==> config.mk <==
export PLATFORM = sky130hd
export DESIGN_NAME = reed_muller_generator_rows
export DESIGN_NICKNAME = d
export VERILOG_FILES = /design/src/design/rmgr_pkg.sv /design/src/design/rmgr_ctrl.sv /design/src/design/rmgr_datapath.sv /design/src/design/reed_muller_generator_rows.sv
export SDC_FILE = /design/constraint.sdc
export NUM_CORES = 1
export LEC_CHECK = 0
export BUFFER_PORTS_ARGS = -buffer_cell sky130_fd_sc_hd__buf_4
export CAP_MARGIN = 20
export CORE_MARGIN = 2
export CORE_UTILIZATION = 50
export CTS_BUF_LIST = sky130_fd_sc_hd__clkbuf_4
export DETAILED_ROUTE_END_ITERATION = 12
export HOLD_SLACK_MARGIN = 0.08
export PLACE_DENSITY_LB_ADDON = 0.05
export SLEW_MARGIN = 0
export SYNTH_ARGS = -nofsm -noshare
export SYNTH_HDL_FRONTEND = slang
export SYNTH_SLANG_ARGS = --single-unit
==> constraint.sdc <==
create_clock -name clock -period 4.75 [get_ports clock]
set_input_delay 0.2375 -clock clock [delete_from_list [all_inputs] [get_ports clock]]
set_output_delay 0.2375 -clock clock [all_outputs]
set_load 0.05 [all_outputs]
==> src/design/rmgr_pkg.sv <==
// ----------------------------------------------------------------------------
// rmgr_pkg
// Shared widths, register indexes and controller/datapath interface types.
// ----------------------------------------------------------------------------
package rmgr_pkg;

   localparam int CSR_IDX_W  = 1;
   localparam int CSR_DATA_W = 3;
   localparam int DEG_W      = 3;
   localparam int SLOT_W     = 3;
   localparam int CNT_W      = 7;
   localparam int INDEX_W    = 6;

   // register indexes
   localparam logic [CSR_IDX_W-1:0] CSR_CODE_ORDER     = 1'b0;
   localparam logic [CSR_IDX_W-1:0] CSR_VARIABLE_COUNT = 1'b1;

   // register reset values
   localparam logic [CSR_DATA_W-1:0] CODE_ORDER_RST     = 3'd1;
   localparam logic [CSR_DATA_W-1:0] VARIABLE_COUNT_RST = 3'd4;

   // controller -> datapath
   typedef struct packed {
      logic start;      // request taken, apply restart
      logic prep;       // evaluate last flag, capture index/degree, seed row
      logic row_step;   // AND one variable row into the accumulator
      logic scan_init;  // point the scan at the highest slot
      logic scan_step;  // one step of the next-combination search
      logic load_out;   // move the finished row into the output register
   } cmd_type;

   // datapath -> controller
   typedef struct packed {
      logic row_done;   // all slots of this degree folded in
      logic scan_done;  // the scan step issued now completes the update
   } status_type;

endpackage

==> src/design/rmgr_ctrl.sv <==
// ----------------------------------------------------------------------------
// rmgr_ctrl
// Sequencer: takes one request, walks the datapath through row build and
// combination update, and owns the output valid flag.
// ----------------------------------------------------------------------------
module rmgr_ctrl (
   input  logic                clock,
   input  logic                reset,
   input  logic                req_valid,
   output logic                req_ready,
   output logic                rsp_valid,
   input  logic                rsp_ready,
   input  rmgr_pkg::status_type st,
   output rmgr_pkg::cmd_type    cmd
);

   localparam logic [2:0] S_IDLE = 3'd0;
   localparam logic [2:0] S_PREP = 3'd1;
   localparam logic [2:0] S_ROW  = 3'd2;
   localparam logic [2:0] S_SCAN = 3'd3;
   localparam logic [2:0] S_OUT  = 3'd4;

   logic [2:0] state_ff, state_in;
   logic       rsp_valid_ff, rsp_valid_in;

   assign req_ready = (state_ff == S_IDLE);
   assign rsp_valid = rsp_valid_ff;

   always_comb begin
      cmd          = '0;
      state_in     = state_ff;
      rsp_valid_in = rsp_valid_ff & ~rsp_ready;
      case (state_ff)
         S_IDLE: begin
            if (req_valid) begin
               cmd.start = 1'b1;
               state_in  = S_PREP;
            end
         end
         S_PREP: begin
            cmd.prep = 1'b1;
            state_in = S_ROW;
         end
         S_ROW: begin
            if (st.row_done) begin
               cmd.scan_init = 1'b1;
               state_in      = S_SCAN;
            end else begin
               cmd.row_step = 1'b1;
            end
         end
         S_SCAN: begin
            cmd.scan_step = 1'b1;
            if (st.scan_done) begin
               state_in = S_OUT;
            end
         end
         S_OUT: begin
            // output register free or emptying this cycle
            if (!rsp_valid_ff || rsp_ready) begin
               cmd.load_out = 1'b1;
               rsp_valid_in = 1'b1;
               state_in     = S_IDLE;
            end
         end
         default: begin
            state_in = S_IDLE;
         end
      endcase
   end

   always_ff @(posedge clock) begin
      if (reset) begin
         state_ff     <= S_IDLE;
         rsp_valid_ff <= 1'b0;
      end else begin
         state_ff     <= state_in;
         rsp_valid_ff <= rsp_valid_in;
      end
   end

endmodule

==> src/design/rmgr_datapath.sv <==
// ----------------------------------------------------------------------------
// rmgr_datapath
// Configuration registers, enumeration state (degree, slots, row counter),
// row accumulator and output payload register.
// ----------------------------------------------------------------------------
module rmgr_datapath #(
   parameter int MAX_VARS  = 6,
   parameter int ROW_WIDTH = 64
) (
   input  logic                                 clock,
   input  logic                                 reset,
   input  logic                                 csr_we,
   input  logic [rmgr_pkg::CSR_IDX_W-1:0]       csr_index,
   input  logic [rmgr_pkg::CSR_DATA_W-1:0]      csr_wdata,
   input  logic                                 req_restart,
   input  rmgr_pkg::cmd_type                    cmd,
   output rmgr_pkg::status_type                 st,
   output logic [ROW_WIDTH-1:0]                 rsp_row_bits,
   output logic [rmgr_pkg::INDEX_W-1:0]         rsp_row_index,
   output logic [rmgr_pkg::DEG_W-1:0]           rsp_row_degree,
   output logic                                 rsp_last_row
);

   localparam int SLOT_IW = (MAX_VARS > 1) ? $clog2(MAX_VARS) : 1;
   localparam int PW      = $clog2(MAX_VARS + 1);

   // config
   logic [rmgr_pkg::CSR_DATA_W-1:0] code_order_ff, variable_count_ff;

   // enumeration state
   logic [rmgr_pkg::DEG_W-1:0]  degree_ff, degree_in;
   logic [rmgr_pkg::SLOT_W-1:0] slots_ff [MAX_VARS];
   logic [rmgr_pkg::SLOT_W-1:0] slots_in [MAX_VARS];
   logic [rmgr_pkg::CNT_W-1:0]  counter_ff, counter_in;
   logic                        finished_ff, finished_in;

   // per-request working registers
   logic [PW-1:0]               ptr_ff, ptr_in;
   logic [ROW_WIDTH-1:0]        acc_ff, acc_in;
   logic                        last_ff;
   logic [rmgr_pkg::INDEX_W-1:0] res_index_ff;
   logic [rmgr_pkg::DEG_W-1:0]  res_degree_ff;

   // output payload
   logic [ROW_WIDTH-1:0]        out_bits_ff;
   logic [rmgr_pkg::INDEX_W-1:0] out_index_ff;
   logic [rmgr_pkg::DEG_W-1:0]  out_degree_ff;
   logic                        out_last_ff;

   logic [2:0]                  m_eff, r_eff;
   logic [rmgr_pkg::SLOT_W-1:0] slot_p;
   logic signed [4:0]           lim_first, lim_p;
   logic                        hit, last_now;
   logic [ROW_WIDTH-1:0]        col_mask, vrow;
   logic [rmgr_pkg::CNT_W-1:0]  counter_inc;
   logic [rmgr_pkg::DEG_W-1:0]  degree_up;

   // variable row j over m variables: bit k = bit (m-j) of k, zero if j is
   // not one of 1..m
   function automatic logic [ROW_WIDTH-1:0] var_row(input logic [2:0] m_v,
                                                    input logic [2:0] j);
      logic [ROW_WIDTH-1:0] row;
      logic [2:0]           sh;
      logic [5:0]           kk;
      logic [5:0]           shifted;
      logic                 ok;
      ok = (j != 3'd0) && (j <= m_v);
      sh = m_v - j;
      for (int k = 0; k < ROW_WIDTH; k++) begin
         kk      = 6'(k);
         shifted = kk >> sh;
         row[k]  = ok & shifted[0];
      end
      return row;
   endfunction

   assign m_eff = (variable_count_ff > 3'(MAX_VARS)) ? 3'(MAX_VARS) : variable_count_ff;
   assign r_eff = (code_order_ff > m_eff) ? m_eff : code_order_ff;

   always_comb begin
      logic [6:0] cols;
      cols = 7'd1 << m_eff;
      for (int k = 0; k < ROW_WIDTH; k++) begin
         col_mask[k] = (7'(k) < cols);
      end
   end

   assign slot_p    = slots_ff[ptr_ff[SLOT_IW-1:0]];
   assign vrow      = var_row(m_eff, slot_p);
   assign lim_first = $signed({2'b00, m_eff}) - $signed({2'b00, degree_ff}) + 5'sd1;
   assign lim_p     = lim_first + $signed(5'(ptr_ff));
   assign hit       = $signed({2'b00, slot_p}) < lim_p;
   assign last_now  = finished_ff ||
                      ((degree_ff >= r_eff) &&
                       ((degree_ff == '0) ||
                        ($signed({2'b00, slots_ff[0]}) >= lim_first)));

   assign counter_inc = (counter_ff == '1) ? counter_ff : counter_ff + 1'b1;
   assign degree_up   = (degree_ff == 3'(MAX_VARS)) ? degree_ff : degree_ff + 1'b1;

   assign st.row_done  = (rmgr_pkg::DEG_W'(ptr_ff) == degree_ff);
   assign st.scan_done = last_ff || (degree_ff == '0) || hit || (ptr_ff == '0);

   // next enumeration state
   always_comb begin
      degree_in   = degree_ff;
      slots_in    = slots_ff;
      counter_in  = counter_ff;
      finished_in = finished_ff;
      ptr_in      = ptr_ff;
      acc_in      = acc_ff;
      if (cmd.start && req_restart) begin
         degree_in   = '0;
         counter_in  = '0;
         finished_in = 1'b0;
      end
      if (cmd.prep) begin
         ptr_in = '0;
         acc_in = col_mask;
      end
      if (cmd.row_step) begin
         acc_in = acc_ff & vrow;
         ptr_in = ptr_ff + 1'b1;
      end
      if (cmd.scan_init) begin
         ptr_in = PW'(degree_ff - 1'b1);
      end
      if (cmd.scan_step) begin
         if (last_ff) begin
            finished_in = 1'b1;
         end else if (degree_ff == '0) begin
            degree_in   = 3'd1;
            slots_in[0] = 3'd1;
            counter_in  = counter_inc;
         end else if (hit) begin
            // bump this slot, pack the higher ones right after it
            for (int q = 0; q < MAX_VARS; q++) begin
               if (rmgr_pkg::SLOT_W'(q) == rmgr_pkg::SLOT_W'(ptr_ff)) begin
                  slots_in[q] = slot_p + 1'b1;
               end else if ((rmgr_pkg::SLOT_W'(q) > rmgr_pkg::SLOT_W'(ptr_ff)) &&
                            (rmgr_pkg::DEG_W'(q) < degree_ff)) begin
                  slots_in[q] = slot_p + 1'b1 + rmgr_pkg::SLOT_W'(q)
                                - rmgr_pkg::SLOT_W'(ptr_ff);
               end
            end
            counter_in = counter_inc;
         end else if (ptr_ff == '0) begin
            // combinations of this degree exhausted
            degree_in = degree_up;
            for (int q = 0; q < MAX_VARS; q++) begin
               slots_in[q] = rmgr_pkg::SLOT_W'(q + 1);
            end
            counter_in = counter_inc;
         end else begin
            ptr_in = ptr_ff - 1'b1;
         end
      end
   end

   always_ff @(posedge clock) begin
      if (reset) begin
         code_order_ff     <= rmgr_pkg::CODE_ORDER_RST;
         variable_count_ff <= rmgr_pkg::VARIABLE_COUNT_RST;
         degree_ff         <= '0;
         counter_ff        <= '0;
         finished_ff       <= 1'b0;
         for (int q = 0; q < MAX_VARS; q++) begin
            slots_ff[q] <= '0;
         end
      end else begin
         if (csr_we && (csr_index == rmgr_pkg::CSR_CODE_ORDER)) begin
            code_order_ff <= csr_wdata;
         end
         if (csr_we && (csr_index == rmgr_pkg::CSR_VARIABLE_COUNT)) begin
            variable_count_ff <= csr_wdata;
         end
         degree_ff   <= degree_in;
         counter_ff  <= counter_in;
         finished_ff <= finished_in;
         slots_ff    <= slots_in;
      end
   end

   // working and payload registers
   always_ff @(posedge clock) begin
      ptr_ff <= ptr_in;
      acc_ff <= acc_in;
      if (cmd.prep) begin
         last_ff       <= last_now;
         res_index_ff  <= counter_ff[rmgr_pkg::INDEX_W-1:0];
         res_degree_ff <= degree_ff;
      end
      if (cmd.load_out) begin
         out_bits_ff   <= acc_ff;
         out_index_ff  <= res_index_ff;
         out_degree_ff <= res_degree_ff;
         out_last_ff   <= last_ff;
      end
   end

   assign rsp_row_bits   = out_bits_ff;
   assign rsp_row_index  = out_index_ff;
   assign rsp_row_degree = out_degree_ff;
   assign rsp_last_row   = out_last_ff;

endmodule

==> src/design/reed_muller_generator_rows.sv <==
// ----------------------------------------------------------------------------
// reed_muller_generator_rows
// Row source for the generator matrix of the Reed-Muller code RM(r,m):
// one row per request, with its index, degree and a last-row flag.
// ----------------------------------------------------------------------------
//
//  channel | ports                                   | direction
//  --------+-----------------------------------------+----------
//  req     | req_valid, req_ready, req_restart       | in
//  rsp     | rsp_valid, rsp_ready, rsp_row_bits,     | out
//          | rsp_row_index, rsp_row_degree,          |
//          | rsp_last_row                            |
//  csr     | csr_we, csr_index, csr_wdata            | in (write only)
//
// Sequence: one request at a time. A request passes from acceptance to the
//   next acceptance through accept, prep, the row AND unit (one slot per
//   cycle, then the done check), the next-combination scan (one slot per
//   cycle) and the output load.
// Reset: synchronous, active high; code_order = 1, variable_count = 4,
//   enumeration back at row 0. No clearing pass.
// Stalls: the finished row sits in the output register; a new request is
//   taken while it waits, and the next row is held back until it drains.
// ----------------------------------------------------------------------------
module reed_muller_generator_rows #(
   parameter int MAX_VARS  = 6,
   parameter int ROW_WIDTH = 64
) (
   input  logic                               clock,
   input  logic                               reset,
   // request channel
   input  logic                               req_valid,
   output logic                               req_ready,
   input  logic                               req_restart,
   // result channel
   output logic                               rsp_valid,
   input  logic                               rsp_ready,
   output logic [ROW_WIDTH-1:0]               rsp_row_bits,
   output logic [rmgr_pkg::INDEX_W-1:0]       rsp_row_index,
   output logic [rmgr_pkg::DEG_W-1:0]         rsp_row_degree,
   output logic                               rsp_last_row,
   // configuration write port
   input  logic                               csr_we,
   input  logic [rmgr_pkg::CSR_IDX_W-1:0]     csr_index,
   input  logic [rmgr_pkg::CSR_DATA_W-1:0]    csr_wdata
);

   rmgr_pkg::cmd_type    cmd;
   rmgr_pkg::status_type st;

   // sequencer: request/result handshakes and step commands
   rmgr_ctrl u_ctrl (
      .clock     (clock),
      .reset     (reset),
      .req_valid (req_valid),
      .req_ready (req_ready),
      .rsp_valid (rsp_valid),
      .rsp_ready (rsp_ready),
      .st        (st),
      .cmd       (cmd)
   );

   // enumeration state, row accumulator, config and output payload
   rmgr_datapath #(
      .MAX_VARS  (MAX_VARS),
      .ROW_WIDTH (ROW_WIDTH)
   ) u_datapath (
      .clock          (clock),
      .reset          (reset),
      .csr_we         (csr_we),
      .csr_index      (csr_index),
      .csr_wdata      (csr_wdata),
      .req_restart    (req_restart),
      .cmd            (cmd),
      .st             (st),
      .rsp_row_bits   (rsp_row_bits),
      .rsp_row_index  (rsp_row_index),
      .rsp_row_degree (rsp_row_degree),
      .rsp_last_row   (rsp_last_row)
   );

   // ------------------------------------------------------------------------
   // assertions
   // ------------------------------------------------------------------------

   // a taken request keeps the block busy for at least the next cycle
   a_busy_after_req : assert property (@(posedge clock) disable iff (reset)
      (req_valid && req_ready) |=> !req_ready)
      else $error("request port ready right after taking a request");

   // degree never exceeds the variable limit
   a_degree_range : assert property (@(posedge clock) disable iff (reset)
      rsp_valid |-> (rsp_row_degree <= rmgr_pkg::DEG_W'(MAX_VARS)))
      else $error("row degree above variable limit");

   // degree 0 only ever appears as row 0
   a_degree0_row0 : assert property (@(posedge clock) disable iff (reset)
      (rsp_valid && (rsp_row_degree == '0)) |-> (rsp_row_index == '0))
      else $error("degree-0 row with nonzero index");

   // the output register is loaded only from the result step, never while idle
   a_load_from_out : assert property (@(posedge clock) disable iff (reset)
      cmd.load_out |-> (!cmd.row_step && !cmd.scan_step && !req_ready))
      else $error("output load outside the result step");

endmodule

After elaboration in Yosys (flattened, before gate mapping)
Cells that the tools add are included.

cells by class
  multiplexer cells = 63
  reduce and logical (&&, ||, !) cells = 33
  order comparisons = 83
  add/subtract/negate cells = 21
  shifts and indexed selects = 65
  equal/unequal tests = 22
  bitwise gates (word level) = 71

operator list
  operator                                                                      count
  6-bit by 7-bit less-than comparator with 1-bit output (first input constant)  32
  6-bit by 3-bit right shift with 1-bit output (first input constant)           32
  64-bit 2-to-1 mux                                                             2
  5-bit by 7-bit less-than comparator with 1-bit output (first input constant)  16
  3-bit 2-to-1 mux                                                              36
  5-bit by 3-bit right shift with 1-bit output (first input constant)           16
  1-bit AND                                                                     65
  64-bit AND                                                                    1
  4-bit by 7-bit less-than comparator with 1-bit output (first input constant)  8
  7-bit 2-to-1 mux                                                              7
  18-bit 2-to-1 mux                                                             2
  4-bit by 3-bit right shift with 1-bit output (first input constant)           8
  3-bit by 7-bit less-than comparator with 1-bit output (first input constant)  4
  5-bit AND reduction                                                           5
  3-bit subtractor                                                              7
  3-bit inequality test (second input constant)                                 5
  3-bit one-hot mux with 5 select lines                                         1
  1-bit by 7-bit less-than comparator with 1-bit output (first input constant)  2
  2-bit by 7-bit less-than comparator with 1-bit output (first input constant)  2
  1-bit 2-to-1 mux                                                              13
  3-bit by 1-bit adder with 3-bit output (second input constant)                4
  3-bit by 3-bit right shift with 1-bit output (first input constant)           4
  1-bit logical AND                                                             11
  3-bit binary-select mux with 3-bit select                                     1
  other kinds (43)                                                              74

word-level totals
  bits of input ports = 10
  bits in registers = 190
  output and inout bits = 76

Longest topological paths before layout
Gate-level depths: netlist (run 1).

  depth after elaboration = 11
  gate-level depth with buffers = 18
  gate-level depth less buffers = 16

Hierarchy
From an unflattened synthesis (run 1), not the netlist that was laid out.

unflattened totals
  cells, all modules = 818
  area total of the unflattened synthesis = 9,322.7 um^2

by module, submodules not included
  module         area each (um^2)  seq. area each (um^2)  cells an instance  instances
  rmgr_datapath  9,101.2           5,205.0                792                1
  rmgr_ctrl      221.5             80.1                   26                 1

Worst setup path after synthesis (run 1)
No wires, ideal clock.

  path kind = register to register
  from = reg u_datapath.variable_count_ff[1] in the netlist's numbering
  to = reg u_datapath.slots_ff[11] in the netlist's numbering
  path slack = 555 ps
  clock period less this slack = 4,195 ps
  data required time = 4,629 ps
  cell stages (with the launch flop) = 17
  setup time = 121 ps
  buffers on the path = 1
  data arrival time = 4,074 ps
  cell sequence = dfxtp_1 > clkbuf_1 > nand2_1 > nand2_1 > ha_1 > fa_1 > inv_1 > ha_1 > fa_1 > xnor2_1 > ha_1 > o21ai_0 > a32o_2 > o211ai_1 > nor3_1 > or4_4 > mux2_4

between the ends
  longest elaborated chain between the ends = 8
  elaborated cells on any way between the ends = 10
  classes of those cells = 3 x add/sub; 2 x order compare; 1 x eq/ne; 2 x mux; 2 x reduce/logical

RTL lines
  element                                                                       line                  text
  from (decl)                                                                   rmgr_datapath.sv:28   logic [rmgr_pkg::CSR_DATA_W-1:0] code_order_ff, variable_count_ff;
  from (signal assigned)                                                        rmgr_datapath.sv:163  variable_count_ff <= rmgr_pkg::VARIABLE_COUNT_RST;
  from (signal assigned)                                                        rmgr_datapath.sv:175  variable_count_ff <= csr_wdata;
  3-bit > comparator                                                            rmgr_datapath.sv:77   assign m_eff = (variable_count_ff > 3'(MAX_VARS)) ? 3'(MAX_VARS) : variable_count_ff;
  3-bit 2-to-1 mux (*)                                                          rmgr_datapath.sv:77
  3-bit by 3-bit subtractor with 4-bit output (*)                               rmgr_datapath.sv:90   assign lim_first = $signed({2'b00, m_eff}) - $signed({2'b00, degree_ff}) + 5'sd1;
  5-bit by 2-bit adder with 5-bit output (*)                                    rmgr_datapath.sv:90
  5-bit by 4-bit adder with 5-bit output (*)                                    rmgr_datapath.sv:91   assign lim_p = lim_first + $signed(5'(ptr_ff));
  4-bit by 5-bit less-than comparator with 1-bit output (*)                     rmgr_datapath.sv:92   assign hit = $signed({2'b00, slot_p}) < lim_p;
  3-bit inequality test (no source line) or 2-bit nonzero test (tied branches)  --
  5-bit AND reduction (no source line)                                          --
  to (signal assigned)                                                          rmgr_datapath.sv:180  slots_ff <= slots_in;
  to (decl)                                                                     rmgr_datapath.sv:32   logic [rmgr_pkg::SLOT_W-1:0] slots_ff [MAX_VARS];

Mark *: on every way between the ends. The rest lies on a longest branch, timed or not.
A chain may end at the register's enable or synchronous reset.

Worst setup path in the final report (run 1)
  from = reg u_datapath.variable_count_ff[1] in the netlist's numbering
  to = reg u_datapath.slots_ff[12] in the netlist's numbering

Same word-level chain as after synthesis.

==> results.json, run 1 <==
{
  "viasPerCell": 5.637,
  "clock_latency_ps": 600,
  "clockBufferDepth": 2,
  "finalCritPeriodShare_pct": 89.96,
  "grt_pass1_wl_um": 32840,
  "synthFlopType": "edfxtp_1",
  "grt_max_degree": 65,
  "root_buffer": "clkbuf_4",
  "io_pins": 86,
  "htreeDepth": 4,
  "avgSynthCellArea_um2": 11.56,
  "grt_use_met1_pct": 27.29,
  "finalCriticalPeriod_ps": 4273,
  "p_comb_share_pct": 25.0,
  "cp-end-kind": "flop",
  "tightest_slew_ps": 968.1,
  "mappedNetlistNets": 847,
  "final_util_pct": 58.61,
  "max_freq_mhz": 234.0,
  "fin_skew_ps": 33.83,
  "start_kind": "flop",
  "placedCellCount": 1090,
  "hp-start": "req_valid",
  "fin_cells": 1134,
  "met2_usage_pct": 36.79,
  "max_slew_margin_pct": 35.30,
  "cts.sinks": 190,
  "critPathMaxStageDelay_ps": 550,
  "finalWirelength_um": 20070,
  "synth-edff-count": 148,
  "place_congestion": 0.9235,
  "crit_start": "u_datapath.variable_count_ff[1]$_SDFFE_PP0P_",
  "synth-seq-cells": 190,
  "hold_violations": 0,
  "crit_slowest_cell": "fa_1",
  "synthArstFlopShare_pct": 0,
  "antenna_found_initial": 1,
  "cp_common_cell": "ha_1",
  "p_seq_share_pct": 53.3,
  "cp_num_buf_inv": 2,
  "status": "complete, no violations",
  "drtIter0Drc": 559,
  "netlist_area_mm2": 0.008997,
  "multi_input_area_mm2": 0.003457,
  "drv_cap": 0,
  "port_buffers": 85,
  "crit_required_ps": 5300,
  "powerDensity_mw_per_mm2": 386.1,
  "nFillCells": 1511,
  "start_util_pct": 50.61,
  "wl_per_cell_um": 17.70,
  "synthDistinctLibCells": 60,
  "clk_pin_slew_ps": 180,
  "die_h_um": 138.1,
  "vias": 6392,
  "top_usage_layer": "met2",
  "fin_setup_tns_ps": 0,
  "num_rows": 49,
  "detail_route.first_pass.iterations": 6,
  "rsz0062_at_grt": "no",
  "die_x_um": 138.1,
  "dieArea_mm2": 0.01908,
  "critPathTopFamily": "adder cells",
  "layout-drive-gt1-share_pct": 18.47,
  "coreArea_mm2": 0.01778,
  "p_sw_share_pct": 33.37,
  "regArea_mm2": 0.005285,
  "setup_viol": 0,
  "switchingPower_mw": 1.343,
  "grtUsageMet3_pct": 4.572,
  "irDropWorstVdd_v": 0.0002319,
  "final_nets": 960,
  "worst_hold_path_type": "in -> reg",
  "slew_viol_final": 0,
  "ys.warnings.count": 0,
  "overflow": 0,
  "power.leakage_nw": 4.059,
  "crit_fanout": 10,
  "track_usage_pct": 21.44,
  "yosysSeqAreaShare_pct": 58.74,
  "cts_tree": "built",
  "grt_pass1_vias": 6186,
  "intPower_mw": 2.681,
  "synthToLayoutAreaGrowth_pct": 15.81,
  "criticalPathCategory": "reg -> reg",
  "dp_hpwl_um": 14460,
  "route.detailed.drc": 0,
  "final_antenna_net_count": 0,
  "cts_made_buffers": 17,
  "path_cells": "nand2_1 > nand2_1 > ha_1 > fa_1 > inv_1 > ha_1 > fa_1 > xnor2_1 > ha_1 > o21ai_0 > a32o_2 > o211ai_1 > buf_4 > nor3_1 > or3b_2 > a21oi_1",
  "synthCells": 778,
  "arrival_ps": 4820,
  "regToRegStartpoint": "u_datapath.variable_count_ff[1]$_SDFFE_PP0P_",
  "power_frac_clock_pct": 21.7
}
## through the flow
stage	setup slack (ps)	instance area, µm²	power [mW]	hold slack, ps
after floorplan	555.2	8997	2.859	381.4
after global placement	637.9	10020	3.153	405.9
after detailed placement	461.6	10020	3.179	404.5
after CTS	443.1	10420	4.048	213.2
after global routing	159.0	10420	4.245	226.6
final	476.9	10420	4.023	256.2
## final timing paths
kind	to	slack, ps	depth (start not counted)
worst max-delay path	u_datapath.slots_ff[12]$_SDFFE_PP0P_	480	16
worst min register to register	u_datapath.rsp_row_degree[1]$_DFFE_PP_	440	0
worst min-delay path	u_ctrl.state_ff[0]$_SDFFE_PP0P_	260	5
worst max register to register	u_datapath.slots_ff[12]$_SDFFE_PP0P_	480	16
## layout make-up
class / count / area share (%)
sequential: 190 / 50.72
inverter: 34 / 1.225
antenna: 1 / 0.02402
clock inverter: 14 / 1.465
timing repair buffer: 126 / 9.342
multi-input combinational: 522 / 33.18
clock buffer: 18 / 1.297
tap: 229 / 2.750
## tightest hold or removal path: cells and delay by family
family / cells / cell delay [ps]
AND/OR/NAND/NOR: 1 / 130
AO/OA/AOI/OAI: 3 / 370
buffers and inverters: 1 / 80
## flip-flops by register name, indices dropped and copies added (netlist names)
register                      cells
u_datapath.rsp_row_bits          64
u_datapath.counter_ff             7
u_ctrl.state_ff                   3
u_datapath.res_degree_ff          3
u_datapath.last_ff                1
u_datapath.code_order_ff          3
u_ctrl.rsp_valid                  1
u_datapath.degree_ff              3
u_datapath.res_index_ff           6
u_datapath.variable_count_ff      3
u_datapath.acc_ff                64
u_datapath.rsp_row_index          6
u_datapath.slots_ff              18
u_datapath.rsp_last_row           1
u_datapath.rsp_row_degree         3
u_datapath.ptr_ff                 3
u_datapath.finished_ff            1
## cell usage in the layout, fill, tap and decap left out, types with 4 or more instances in the layout
cell           instances
a31oi_1                9
o21ai_0               91
inv_1                 34
buf_4                115
clkbuf_4              18
nand2_1               83
edfxtp_1             148
nand3_1               24
nor3_1                19
fa_1                   4
a21o_1                 5
nor2b_1                8
a211oi_1               7
xor2_1                10
nand2b_1              10
dlygate4sd3_1         11
nor2_1                47
ha_1                  55
nand3b_1              11
or2_2                  4
mux2i_1               16
inv_6                  4
and2_1                10
mux2_2                 6
dfxtp_1               42
xnor2_1               14
a21oi_1               31
## cell usage after synthesis (2+ instances only)
| cell type | instances | area [µm²] |
|---|---|---|
| o2111ai_1 | 3 | 26.28 |
| a21oi_1 | 31 | 155.2 |
| o21ai_0 | 91 | 455.4 |
| a22oi_1 | 3 | 22.52 |
| o22ai_1 | 3 | 18.77 |
| inv_1 | 34 | 127.6 |
| o21a_1 | 3 | 22.52 |
| nand2_1 | 83 | 311.6 |
| clkbuf_1 | 27 | 101.4 |
| xor2_1 | 10 | 87.58 |
| or3_1 | 3 | 18.77 |
| a222oi_1 | 2 | 20.02 |
| a22o_1 | 2 | 17.52 |
| nand3_1 | 24 | 120.1 |
| nand4b_1 | 2 | 17.52 |
| dfxtp_1 | 42 | 840.8 |
| and2_1 | 10 | 62.56 |
| fa_1 | 4 | 80.08 |
| a31o_2 | 3 | 26.28 |
| a211oi_1 | 7 | 52.55 |
| nand2b_1 | 10 | 62.56 |
| a32oi_1 | 2 | 17.52 |
| a31oi_1 | 9 | 56.30 |
| a221oi_1 | 3 | 26.28 |
| nor2b_1 | 8 | 50.05 |
| o211ai_1 | 3 | 22.52 |
| nor3_1 | 19 | 95.09 |
| mux2_4 | 2 | 30.03 |
| a21o_1 | 5 | 37.54 |
| ha_1 | 55 | 688.2 |
| edfxtp_1 | 148 | 4444 |
| nand4_1 | 3 | 18.77 |
| nor2_1 | 47 | 176.4 |
| mux2_2 | 6 | 67.56 |
| mux2i_1 | 16 | 160.2 |
| nor4_1 | 2 | 12.51 |
| or2_2 | 4 | 25.02 |
| nand3b_1 | 11 | 82.58 |
| buf_1 | 3 | 11.26 |
| xnor2_1 | 14 | 122.6 |
| a21boi_0 | 2 | 15.01 |
## cells by family after synthesis
kind of cell / after synthesis / share of synthesized area, %
xor+xnor: 25 / 2.587
simple gates: 232 / 12.24
fa+ha+maj: 59 / 8.538
compound gates: 182 / 12.18
buf+inv: 66 / 2.851
flops: 190 / 58.74
mux: 24 / 2.865
## power by group through the flow
stage	logic, mW	clock network [mW]	registers [mW]
6_report	1.00	0.873	2.15
5_1_grt	1.11	0.966	2.17
4_1_cts	1.01	0.898	2.14
3_5_place_dp	0.996	0	2.18
3_3_place_gp	0.976	0	2.18
2_1_floorplan	0.694	0	2.16
## what timing repair did
item | CTS | global route
endpoints found under the hold margin | 25 | 0
setup buffers | 0 | 0
gates resized for setup | 0 | 0
hold buffers | 11 | 0
## per-layer routing
layer	vias up	routed length (µm)	share of wire, %
li1	3070	-	-
met1	3081	8656	43
met2	210	10020	50
met3	31	1029	5.1
met4	0	364	1.8
met5	-	0	0
Power figures use the tool's default switching activity.
==> inputs of run 2 (changes only) <==
--- a/config.mk
+++ b/config.mk
@@ -7,6 +7,7 @@
 export LEC_CHECK = 0
 export BUFFER_PORTS_ARGS = -buffer_cell sky130_fd_sc_hd__buf_4
 export CAP_MARGIN = 20
+export CORE_ASPECT_RATIO = 0.75
 export CORE_MARGIN = 2
 export CORE_UTILIZATION = 50
 export CTS_BUF_LIST = sky130_fd_sc_hd__clkbuf_4
==> run 2 against run 1 <==
- power is 3.3% higher
- flip-flop and latch count unchanged
- maximum frequency is 0.57% lower
- via count rose by 1.1%
- critical endpoint is now u_datapath.slots_ff[2]$_SDFFE_PP0P_
- combinational power rose by 4%
- final cell count up 0.97%
- sequential power barely moved
- largest cell class unchanged
- non-clock buffer count down 1
- clock skew up 1.9 ps
==> results.json, run 2 (synthesis results as in run 1) <==
{
  "crit_fanout": 10,
  "setup_ws_ps": 452.6,
  "grt_pass1_vias": 5941,
  "dp_slack_ps": 482.7,
  "finalCriticalPeriod_ps": 4297,
  "die_h_um": 120.2,
  "clk_pin_slew_ps": 190,
  "start_util_pct": 50.96,
  "cts.sinks": 190,
  "final_antenna_net_count": 0,
  "cp_common_cell": "ha_1",
  "arrival_ps": 4800,
  "htreeDepth": 4,
  "regToRegStartpoint": "u_datapath.variable_count_ff[1]$_SDFFE_PP0P_",
  "synthToLayoutAreaGrowth_pct": 16.59,
  "max_freq_mhz": 232.7,
  "cp-end-kind": "flop",
  "viasPerCell": 5.645,
  "dieArea_mm2": 0.01909,
  "criticalPathCategory": "reg -> reg",
  "r2r_cells": 15,
  "antenna_cells": 0,
  "clock_latency_ps": 600,
  "power.total_mw": 4.156,
  "track_usage_pct": 22.56,
  "final_nets": 959,
  "mostFrequentLayoutCell": "edfxtp_1",
  "crit_slowest_cell": "dfxtp_1",
  "vias": 6463,
  "r2r-end": "u_datapath.slots_ff[2]$_SDFFE_PP0P_",
  "status": "complete, no violations",
  "setup_viol": 0,
  "overflow": 0,
  "place_congestion": 0.9271,
  "wl_per_cell_um": 18.64,
  "cts_tree": "built",
  "port_buffers": 85,
  "placedCellCount": 1099,
  "clockBufferDepth": 2,
  "slew_viol_final": 0,
  "io_pins": 86,
  "critPathMaxStageDelay_ps": 550,
  "crit_start": "u_datapath.variable_count_ff[1]$_SDFFE_PP0P_",
  "hp-start": "req_valid",
  "worst_hold_path_type": "in -> reg",
  "detail_route.first_pass.iterations": 6,
  "coreArea_mm2": 0.01766,
  "max_slew_margin_pct": 44.46,
  "drtIter0Drc": 634,
  "start_kind": "flop",
  "path_cells": "nand2_1 > nand2_1 > ha_1 > fa_1 > inv_1 > ha_1 > fa_1 > xnor2_1 > ha_1 > o21ai_0 > a32o_2 > o211a_4 > nor2_1 > o21ai_0 > a221oi_1",
  "hold_violations": 0,
  "most-common-layout-cells": "edfxtp_1 (148), buf_4 (111), o21ai_0 (91)",
  "final_util_pct": 59.41,
  "fin_skew_ps": 35.69,
  "grt_pass1_wl_um": 33520,
  "die_x_um": 158.9,
  "grt_max_degree": 65,
  "irDropWorstVdd_v": 0.0002044,
  "drv_cap": 0,
  "layout-drive-gt1-share_pct": 18.27,
  "crit_required_ps": 5260,
  "rsz0062_at_grt": "no",
  "fin_setup_tns_ps": 0,
  "num_rows": 42,
  "power.leakage_nw": 4.082,
  "endpoint": "u_datapath.slots_ff[2]$_SDFFE_PP0P_",
  "powerDensity_mw_per_mm2": 396.2,
  "finalWirelength_um": 21340,
  "dp_hpwl_um": 15050,
  "finalCritPeriodShare_pct": 90.47,
  "cts_made_buffers": 17,
  "tightest_slew_ps": 833.1,
  "root_buffer": "clkbuf_4",
  "antenna_found_initial": 0,
  "ff2ff_setup_slack_ps": 450,
  "route.detailed.drc": 0,
  "fin_cells": 1145
}
-- run 2: cell types whose count changed in the layout (fill, tap and decap cells not counted), sizes merged --
cell,delta
buf,-3
inv,+3
dlygate4sd3,+2
clkbuf,-1
clkinv,-1
clkinvlp,-1
diode,-1
-- run 2: timing repair --
action                                 in CTS  in global routing
hold buffers                               13                  0
setup endpoints to repair                   0                  0
buffers inserted                            0                  0
endpoints found under the hold margin      23                  0
resized for setup                           0                  0
-- run 2: worst min path at each step --
stage | end | slack [ps] | depth (start not counted)
finish | u_datapath.counter_ff[6]$_SDFF_PP0_ | 280 | 4
global route | u_datapath.counter_ff[6]$_SDFF_PP0_ | 290 | 4
floorplan | u_datapath.code_order_ff[1]$_SDFFE_PP0P_ | 380 | 2
detailed placement | u_datapath.rsp_row_degree[0]$_DFFE_PP_ | 400 | 0
CTS | u_datapath.counter_ff[6]$_SDFF_PP0_ | 240 | 4
global placement | u_datapath.rsp_row_degree[0]$_DFFE_PP_ | 410 | 0
-- run 2: through the flow --
step / hold WS (ps) / area [µm²]
after floorplan: 381.4 / 8997
final: 282.8 / 10490
after detailed placement: 404.5 / 10010
after global placement: 405.5 / 10010
after CTS: 240.6 / 10460
after global routing: 291.8 / 10490
-- run 2: worst max-delay path: cells and delay by family (launching register included) --
kind                       cells  cell delay (ps)
DFF                            1              550
AOI/OAI and AO/OA              5             1190
and+or+nand+nor                3              540
xor gates and xnor gates       1              150
adders and majority gates      5             1690
buffers and inverters          1              100
-- run 2: cell type report --
| type | count | area (µm²) |
|---|---|---|
| Timing Repair Buffer | 125 | 991.0 |
| Multi-Input combinational cell | 522 | 3457 |
| Clock inverter | 15 | 198.9 |
| Inverter | 34 | 127.6 |
| Sequential cell | 190 | 5285 |
| Fill cell | 1506 | 7167 |
| Clock buffer | 17 | 127.6 |
| Tap cell | 242 | 302.8 |
-- run 2: per-layer routing --
layer  wire length (µm)  GRT usage (%)  share of wire (%)
met2               8745          30.70                 41
met1              10780          36.20                 51
met4                214          5.511                1.0
met3               1598          5.009                7.5
met5                  0              0                  0
-- run 2: power breakdown --
part / internal (mW) / switching (mW)
combinational: 0.367 / 0.678
sequential: 2.03 / 0.114
clock: 0.305 / 0.661
total: 2.70 / 1.45
